## config.mk

```make
export PLATFORM = sky130hd
export DESIGN_NAME = stable_partition_around_last
export DESIGN_NICKNAME = d
export VERILOG_FILES = /design/src/design/spal_pkg.sv /design/src/design/spal_dp.sv /design/src/design/spal_ctrl.sv /design/src/design/stable_partition_around_last.sv
export VERILOG_INCLUDE_DIRS = /design/src /design/src/design
export SDC_FILE = /design/constraint.sdc
export NUM_CORES = 1
export LEC_CHECK = 0
export BUFFER_PORTS_ARGS = -buffer_cell sky130_fd_sc_hd__buf_2
export CAP_MARGIN = 20
export CORE_ASPECT_RATIO = 0.7
export CORE_MARGIN = 2
export CORE_UTILIZATION = 40
export DETAILED_ROUTE_END_ITERATION = 8
export PLACE_DENSITY = 0.62
export SETUP_SLACK_MARGIN = 0.05
export SYNTH_ARGS = -nofsm -noshare
export SYNTH_HDL_FRONTEND = slang
export SYNTH_SLANG_ARGS = --single-unit
```

## constraint.sdc

```tcl
create_clock -name clk_i -period 5.6 [get_ports clk_i]
set_input_delay 1.68 -clock clk_i [delete_from_list [all_inputs] [get_ports clk_i]]
set_output_delay 1.68 -clock clk_i [all_outputs]
set_load 0.01 [all_outputs]
```

## src/design/stable_partition_around_last_macros.svh

```systemverilog
// ----------------------------------------------------------------------------
// Assertion macros for the stable partition block
// Shared concurrent assertion forms, clocked on clk_i, off during reset.
// ----------------------------------------------------------------------------
`ifndef STABLE_PARTITION_AROUND_LAST_MACROS_SVH
`define STABLE_PARTITION_AROUND_LAST_MACROS_SVH

// Same-cycle implication.
`define SPAL_ASSERT_NOW(label, ante, cons, msg) \
  label: assert property (@(posedge clk_i) disable iff (!rst_ni) (ante) |-> (cons)) \
    else $error(msg);

// Next-cycle implication.
`define SPAL_ASSERT_NEXT(label, ante, cons, msg) \
  label: assert property (@(posedge clk_i) disable iff (!rst_ni) (ante) |=> (cons)) \
    else $error(msg);

`endif

```

## src/design/spal_pkg.sv

```systemverilog
// ----------------------------------------------------------------------------
// spal_pkg
// Types shared by the partition controller, datapath and top level.
// ----------------------------------------------------------------------------
package spal_pkg;

  localparam int unsigned ValueW = 32;

  typedef enum logic [1:0] {
    ST_LOAD,
    ST_READ,
    ST_EVAL,
    ST_PIVOT
  } state_e;

  // Commands from controller to datapath
  typedef struct packed {
    logic wr_elem;    // buffer the accepted request
    logic cap_pivot;  // latch pivot, start a run
    logic rd_elem;    // read store at scan index
    logic emit_elem;  // load output register with read element
    logic emit_pivot; // load output register with pivot
    logic idx_inc;    // advance scan index
    logic idx_clr;    // rewind scan index
    logic pass_high;  // switch to the greater-than pass
    logic run_done;   // empty the buffer
  } cmd_t;

  // Status from datapath to controller
  typedef struct packed {
    logic pivot_in;   // incoming request ends the sequence
    logic cnt_zero;   // nothing buffered
    logic last_idx;   // scan index at last buffered element
    logic qualify;    // read element belongs to the current pass
    logic out_free;   // output register can take a result
  } sts_t;

endpackage

```

## src/design/spal_dp.sv

```systemverilog
// ----------------------------------------------------------------------------
// spal_dp
// Element store, pivot, scan index, compare and output register.
// ----------------------------------------------------------------------------
module spal_dp #(
  parameter int unsigned DEPTH = 16
) (
  input  logic                          clk_i,
  input  logic                          rst_ni,
  input  logic [spal_pkg::ValueW-1:0]   in_value_i,
  input  logic                          in_last_i,
  input  spal_pkg::cmd_t                cmd_i,
  output spal_pkg::sts_t                sts_o,
  output logic                          out_valid_o,
  input  logic                          out_ready_i,
  output logic [spal_pkg::ValueW-1:0]   out_value_o,
  output logic                          out_pivot_o,
  output logic                          out_end_o
);

  localparam int unsigned AW = (DEPTH > 1) ? $clog2(DEPTH) : 1;

  logic [spal_pkg::ValueW-1:0] mem [DEPTH];
  logic [spal_pkg::ValueW-1:0] rdata_q;
  logic [spal_pkg::ValueW-1:0] pivot_q;
  logic [AW-1:0]               cnt_q, cnt_d;
  logic [AW-1:0]               idx_q, idx_d;
  logic [AW-1:0]               k_q, k_d;
  logic                        pass_q, pass_d;
  logic                        ovalid_q, ovalid_d;
  logic [spal_pkg::ValueW-1:0] oval_q;
  logic                        opiv_q;
  logic                        oend_q;
  logic                        le;

  always_ff @(posedge clk_i) begin
    if (cmd_i.wr_elem) begin
      mem[cnt_q] <= in_value_i;
    end
    if (cmd_i.rd_elem) begin
      rdata_q <= mem[idx_q];
    end
  end

  assign le = $signed(rdata_q) <= $signed(pivot_q);

  always_comb begin
    sts_o.pivot_in = in_last_i || (cnt_q == AW'(DEPTH - 1));
    sts_o.cnt_zero = (cnt_q == '0);
    sts_o.last_idx = (idx_q == cnt_q - AW'(1));
    sts_o.qualify  = pass_q ? !le : le;
    sts_o.out_free = !ovalid_q || out_ready_i;
  end

  always_comb begin
    cnt_d = cnt_q;
    if (cmd_i.run_done) begin
      cnt_d = '0;
    end else if (cmd_i.wr_elem) begin
      cnt_d = cnt_q + AW'(1);
    end

    idx_d = idx_q;
    if (cmd_i.idx_clr || cmd_i.cap_pivot) begin
      idx_d = '0;
    end else if (cmd_i.idx_inc) begin
      idx_d = idx_q + AW'(1);
    end

    pass_d = pass_q;
    if (cmd_i.cap_pivot) begin
      pass_d = 1'b0;
    end else if (cmd_i.pass_high) begin
      pass_d = 1'b1;
    end

    k_d = k_q;
    if (cmd_i.cap_pivot) begin
      k_d = '0;
    end else if (cmd_i.emit_elem || cmd_i.emit_pivot) begin
      k_d = k_q + AW'(1);
    end

    ovalid_d = ovalid_q;
    if (cmd_i.emit_elem || cmd_i.emit_pivot) begin
      ovalid_d = 1'b1;
    end else if (out_ready_i) begin
      ovalid_d = 1'b0;
    end
  end

  always_ff @(posedge clk_i or negedge rst_ni) begin
    if (!rst_ni) begin
      cnt_q    <= '0;
      idx_q    <= '0;
      k_q      <= '0;
      pass_q   <= 1'b0;
      ovalid_q <= 1'b0;
    end else begin
      cnt_q    <= cnt_d;
      idx_q    <= idx_d;
      k_q      <= k_d;
      pass_q   <= pass_d;
      ovalid_q <= ovalid_d;
    end
  end

  always_ff @(posedge clk_i) begin
    if (cmd_i.cap_pivot) begin
      pivot_q <= in_value_i;
    end
    if (cmd_i.emit_elem || cmd_i.emit_pivot) begin
      oval_q <= cmd_i.emit_pivot ? pivot_q : rdata_q;
      opiv_q <= cmd_i.emit_pivot;
      // run holds cnt_q + 1 results, so the last one is number cnt_q
      oend_q <= (k_q == cnt_q);
    end
  end

  assign out_valid_o = ovalid_q;
  assign out_value_o = oval_q;
  assign out_pivot_o = opiv_q;
  assign out_end_o   = oend_q;

endmodule

```

## src/design/spal_ctrl.sv

```systemverilog
// ----------------------------------------------------------------------------
// spal_ctrl
// Sequencer: load phase, low pass, pivot, high pass.
// ----------------------------------------------------------------------------
module spal_ctrl (
  input  logic           clk_i,
  input  logic           rst_ni,
  input  logic           in_valid_i,
  output logic           in_ready_o,
  input  spal_pkg::sts_t sts_i,
  output spal_pkg::cmd_t cmd_o
);

  spal_pkg::state_e state_q, state_d;
  logic             pass_q, pass_d;
  logic             acc;

  assign acc = in_valid_i && (state_q == spal_pkg::ST_LOAD);

  always_comb begin
    state_d = state_q;
    pass_d  = pass_q;
    case (state_q)
      spal_pkg::ST_LOAD: begin
        if (acc && sts_i.pivot_in) begin
          pass_d  = 1'b0;
          state_d = sts_i.cnt_zero ? spal_pkg::ST_PIVOT : spal_pkg::ST_READ;
        end
      end
      spal_pkg::ST_READ: begin
        state_d = spal_pkg::ST_EVAL;
      end
      spal_pkg::ST_EVAL: begin
        if (!(sts_i.qualify && !sts_i.out_free)) begin
          if (!sts_i.last_idx) begin
            state_d = spal_pkg::ST_READ;
          end else if (!pass_q) begin
            state_d = spal_pkg::ST_PIVOT;
          end else begin
            state_d = spal_pkg::ST_LOAD;
          end
        end
      end
      spal_pkg::ST_PIVOT: begin
        if (sts_i.out_free) begin
          pass_d  = 1'b1;
          state_d = sts_i.cnt_zero ? spal_pkg::ST_LOAD : spal_pkg::ST_READ;
        end
      end
      default: state_d = spal_pkg::ST_LOAD;
    endcase
  end

  always_comb begin
    cmd_o      = '0;
    in_ready_o = 1'b0;
    case (state_q)
      spal_pkg::ST_LOAD: begin
        in_ready_o      = 1'b1;
        cmd_o.wr_elem   = acc && !sts_i.pivot_in;
        cmd_o.cap_pivot = acc && sts_i.pivot_in;
      end
      spal_pkg::ST_READ: begin
        cmd_o.rd_elem = 1'b1;
      end
      spal_pkg::ST_EVAL: begin
        // hold while a qualifying element waits for the output register
        if (!(sts_i.qualify && !sts_i.out_free)) begin
          cmd_o.emit_elem = sts_i.qualify;
          cmd_o.idx_inc   = !sts_i.last_idx;
          cmd_o.idx_clr   = sts_i.last_idx;
          cmd_o.run_done  = sts_i.last_idx && pass_q;
        end
      end
      spal_pkg::ST_PIVOT: begin
        if (sts_i.out_free) begin
          cmd_o.emit_pivot = 1'b1;
          cmd_o.pass_high  = 1'b1;
          cmd_o.idx_clr    = 1'b1;
          cmd_o.run_done   = sts_i.cnt_zero;
        end
      end
      default: cmd_o = '0;
    endcase
  end

  always_ff @(posedge clk_i or negedge rst_ni) begin
    if (!rst_ni) begin
      state_q <= spal_pkg::ST_LOAD;
      pass_q  <= 1'b0;
    end else begin
      state_q <= state_d;
      pass_q  <= pass_d;
    end
  end

endmodule

```

## src/design/stable_partition_around_last.sv

```systemverilog
// ----------------------------------------------------------------------------
// stable_partition_around_last
// Buffers a run of signed values and replays it partitioned around the last.
// ----------------------------------------------------------------------------
//  channel   dir   tdata            tuser      tlast
//  s_axis    in    value[31:0]      -          last (pivot mark)
//  m_axis    out   value_res[31:0]  is_pivot   end_of_run
//
//  Load: one buffered element per cycle. A run of n buffered elements is then
//  emitted in two store-scan passes of read + compare with the pivot between,
//  each read through the single registered read port of the store.
//  Reset empties the buffer; store contents need no clearing.
//  A stalled m_axis holds the scan; s_axis is refused from the pivot until
//  the scan of the run ends.
// ----------------------------------------------------------------------------
`include "stable_partition_around_last_macros.svh"

module stable_partition_around_last #(
  parameter int unsigned DEPTH = 16
) (
  input  logic        clk_i,
  input  logic        rst_ni,
  input  logic        s_axis_tvalid_i,
  output logic        s_axis_tready_o,
  input  logic [31:0] s_axis_tdata_i,   // [31:0] value
  input  logic        s_axis_tlast_i,
  output logic        m_axis_tvalid_o,
  input  logic        m_axis_tready_i,
  output logic [31:0] m_axis_tdata_o,   // [31:0] value_res
  output logic        m_axis_tuser_o,   // [0] is_pivot
  output logic        m_axis_tlast_o
);

  spal_pkg::cmd_t cmd;
  spal_pkg::sts_t sts;
  logic           s_acc;
  logic           emit_any;
  logic           m_free;

  spal_ctrl u_ctrl (
    .clk_i      (clk_i),
    .rst_ni     (rst_ni),
    .in_valid_i (s_axis_tvalid_i),
    .in_ready_o (s_axis_tready_o),
    .sts_i      (sts),
    .cmd_o      (cmd)
  );

  spal_dp #(
    .DEPTH (DEPTH)
  ) u_dp (
    .clk_i       (clk_i),
    .rst_ni      (rst_ni),
    .in_value_i  (s_axis_tdata_i),
    .in_last_i   (s_axis_tlast_i),
    .cmd_i       (cmd),
    .sts_o       (sts),
    .out_valid_o (m_axis_tvalid_o),
    .out_ready_i (m_axis_tready_i),
    .out_value_o (m_axis_tdata_o),
    .out_pivot_o (m_axis_tuser_o),
    .out_end_o   (m_axis_tlast_o)
  );

  assign s_acc    = s_axis_tvalid_i && s_axis_tready_o;
  assign emit_any = cmd.emit_elem || cmd.emit_pivot;
  assign m_free   = !m_axis_tvalid_o || m_axis_tready_i;

  `SPAL_ASSERT_NOW(a_no_emit_while_loading, emit_any, !s_axis_tready_o, "emit during load")
  `SPAL_ASSERT_NOW(a_emit_into_free_reg, emit_any, m_free, "output overwritten")
  `SPAL_ASSERT_NEXT(a_pivot_closes_input, s_acc && sts.pivot_in, !s_axis_tready_o, "input open")

endmodule

```

==> metrics.md <==
| Metric | Value |
|---|---|
| Syn_area_per_cell | 17.8 sq um |
| Max_cap viols | 0 |
| Starting Density | 40.4% |
| Clk slew on worst S/H paths | 0.06 ns |
| Vias per cell | 5.51 |
| Async SR Flop Fraction | 2.71% |
| Peak supply drop | 0.329 mV |
| Final wirelength | 59.5 mm |
| Site row count | 76 |
| Clk buf depth | 3 |
| Drt pass-1 iters | 5 |
| Cell Area, Placed | 0.0266 sq mm |
| Global-route wire length before repair | 87.3 mm |
| FMAX | 241 MHz |
| Area leader, netlist | edfxtp_1 |
| Core area | 0.0615 sq mm |
| DIE AREA | 0.0642 sq mm |
| Synth warn | 0 |
| Synth Instances | 1,399 |
| N_diodes | 0 |
| Setup repair bufs after CTS | 0 |
| Synth unique cells | 51 |
| WHS Path Cells | 2 |
| Tot GR Track Use | 18.7% |
| Worst slew margin | 30.8% |
| Sequential element share of the synthesized area | 75.3% |
| Post-CTS sizing | 0 |
| Port bufs | 72 |
| Total standard cell area after synthesis | 0.0249 sq mm |
| Final Instance Area | 0.0286 sq mm |
| Clock Root Buffer | clkbuf_16 |
| Final GP Congestion | 0.785 |
| Vias | 13,200 |
| Fillcell total | 5,216 |
| Number of global-route vias before repair | 13,000 |
| Crit path capture type | register |
| Register bit total from synthesis | 627 |
| Fin. Hold Viols | 0 |
| Largest net degree at the start of global routing | 56 |
| Clock latency at the later pin of the worst-skew pair | 0.63 ns |
| Setup Viol. Count Final | 0 |
| Antenna viol nets, final | 0 |
| Max Slew Vio Count | 0 |
| FF+latch area | 0.0188 sq mm |
| Setup TNS | 0 ns |
| Critical path arrival | 4.38 ns |
| Final #Nets | 1,609 |
| Slew @ Worst Pin | 1.04 ns |
| Tcrit/Tclk final | 74.1% |
| Critical path peak fanout | 34 |
| HP Class | reg -> reg |
| H-tree depth | 2 |
| Clk sinks | 627 |
| RSZ-0062 raised after global routing | false |
| Share of cells above drive strength 1 | 19.7% |
| Min cycle time layout | 4.15 ns |
| Area of the multi-input gates | 0.00594 sq mm |
| CP startpoint kind | register |
| Width of the die | 302 um |
| Count leader, synth | edfxtp_1 |
| Wire per inst | 24.9 um |
| Status | completed |
| EDFF count, synth | 610 |
| Post-DP HPWL | 36.9 mm |
| Synth Flop Type | edfxtp_1 |
| Worst clock skew | 0.0237 ns |
| Hold slack | 0.570 ns |
| GRT overflow | 0 |
| DR iter-0 viols | 1,375 |
| Pleak | 9.59 nW |
| Top cells by area, synth | edfxtp_1 (74%), mux4_2 (5.8%), mux2i_1 (4.3%), ha_1 (2.1%), o21ai_0 (2.0%) |
| Area share of the largest cell type after synthesis | 73.6% |
| Pre-CTS WS | 1.50 ns |
| P&R area growth vs syn | 14.8% |
| Total power | 0.0129 W |
| CTS tree | yes |
| CTS Hold Bufs | 0 |
| Num CTS Buffers | 57 |
| Worst setup margin | 1.45 ns |
| Worst Path Required | 5.83 ns |
| Pwr/cell area | 453 mW/mm^2 |
| IO Pins | 73 |
| Most frequent cells after synthesis | edfxtp_1 (610), mux2i_1 (108), nand2_1 (102), o21ai_0 (99), mux4_2 (64) |
| Initial antenna violation count | 2 |
| Die Span Y | 213 um |
| Drc violations | 0 |
| Critical path class | reg -> reg |
| R2R depth | 8 |
[where the power goes]
| part | switching [W] | total (W) | internal (W) |
|---|---|---|---|
| registers | 0.000333 | 0.00605 | 0.00571 |
| logic | 0.00175 | 0.00290 | 0.00115 |
| clock network | 0.00172 | 0.00398 | 0.00227 |
[flip-flops by register name (all words and copies together), names as in the netlist]
| name | cells |
|---|---|
| u_dp.pass_q | 1 |
| u_dp.out_value_o | 32 |
| u_dp.pivot_q | 32 |
| u_ctrl.state_q | 2 |
| u_dp.rdata_q | 32 |
| u_dp.k_q | 4 |
| u_dp.out_pivot_o | 1 |
| u_ctrl.pass_q | 1 |
| u_dp.idx_q | 4 |
| u_dp.cnt_q | 4 |
| u_dp.out_valid_o | 1 |
| u_dp.mem | 512 |
| u_dp.out_end_o | 1 |
[kinds of logic (layout without fill, tap and decap cells)]
kind of cell | after synthesis | after routing | share of synthesized area, %
flops | 627 | 627 | 75.3
compound gates | 238 | 238 | 5.96
mux | 197 | 197 | 11.3
simple gates | 169 | 169 | 3.07
buf+inv | 110 | 256 | 1.70
fa+ha+maj | 42 | 42 | 2.11
xor+xnor | 15 | 15 | 0.528
other cells | 1 | 32 | 0.0151
[path summary, 6_finish.rpt]
check                                                 from                              to  slack [ns]
worst max-delay path            u_dp.rdata_q[11]$_DFFE_PP_  u_dp.out_value_o[17]$_DFFE_PP_        1.45
worst min-delay path            u_dp.rdata_q[28]$_DFFE_PP_  u_dp.out_value_o[28]$_DFFE_PP_        0.57
worst max register to register  u_dp.rdata_q[11]$_DFFE_PP_  u_dp.out_value_o[17]$_DFFE_PP_        1.45
worst min register to register  u_dp.rdata_q[28]$_DFFE_PP_  u_dp.out_value_o[28]$_DFFE_PP_        0.57
max in group asynchronous                           rst_ni       u_dp.idx_q[0]$_DFFE_PN0P_        4.29
min in group asynchronous                           rst_ni       u_dp.cnt_q[1]$_DFFE_PN0P_        0.99
[layer usage]
metal | up-vias | global-route usage, % | wire length [um]
li1 | 5790 | - | -
met1 | 6840 | 29.0 | 28100
met2 | 480 | 27.1 | 25700
met3 | 75 | 4.22 | 4810
met4 | 0 | 3.77 | 920
met5 | - | 0 | 0
[layout make-up]
cell class                      instances  share of cell area, %
Clock inverter                         37                   1.41
Inverter                               43                  0.565
Multi-Input combinational cell        693                   20.8
Sequential cell                       627                   65.6
Timing Repair Buffer                  108                   2.79
Tap cell                              819                   3.59
Clock buffer                           68                   5.21
[metrics by stage]
stage / util (%) / cells
final: 46.4 / 2395
after global routing: 46.4 / 2395
after CTS: 46.4 / 2393
after detailed placement: 43.3 / 2288
after global placement: 43.0 / 2281
after floorplan: - / 1430
[critical path: stages (launching register included)]
cell	delay (ns)
edfxtp_1	0.39
ha_1	0.33
nand4_1	0.29
nor4_1	0.86
a32oi_1	0.34
or2_2	0.37
o311ai_0	0.15
o21ai_2	0.20
inv_2	0.79
[placed cells by master (no fill, tap or decap), types with 32 or more instances in the layout]
cell,n
mux4_2,64
o21ai_0,99
a21oi_1,51
a22oi_1,32
ha_1,41
a221oi_1,34
inv_1,41
edfxtp_1,610
conb_1,32
mux2i_1,108
clkbuf_16,58
nand2_1,101
buf_2,72
(Power assumes the default switching activity.)
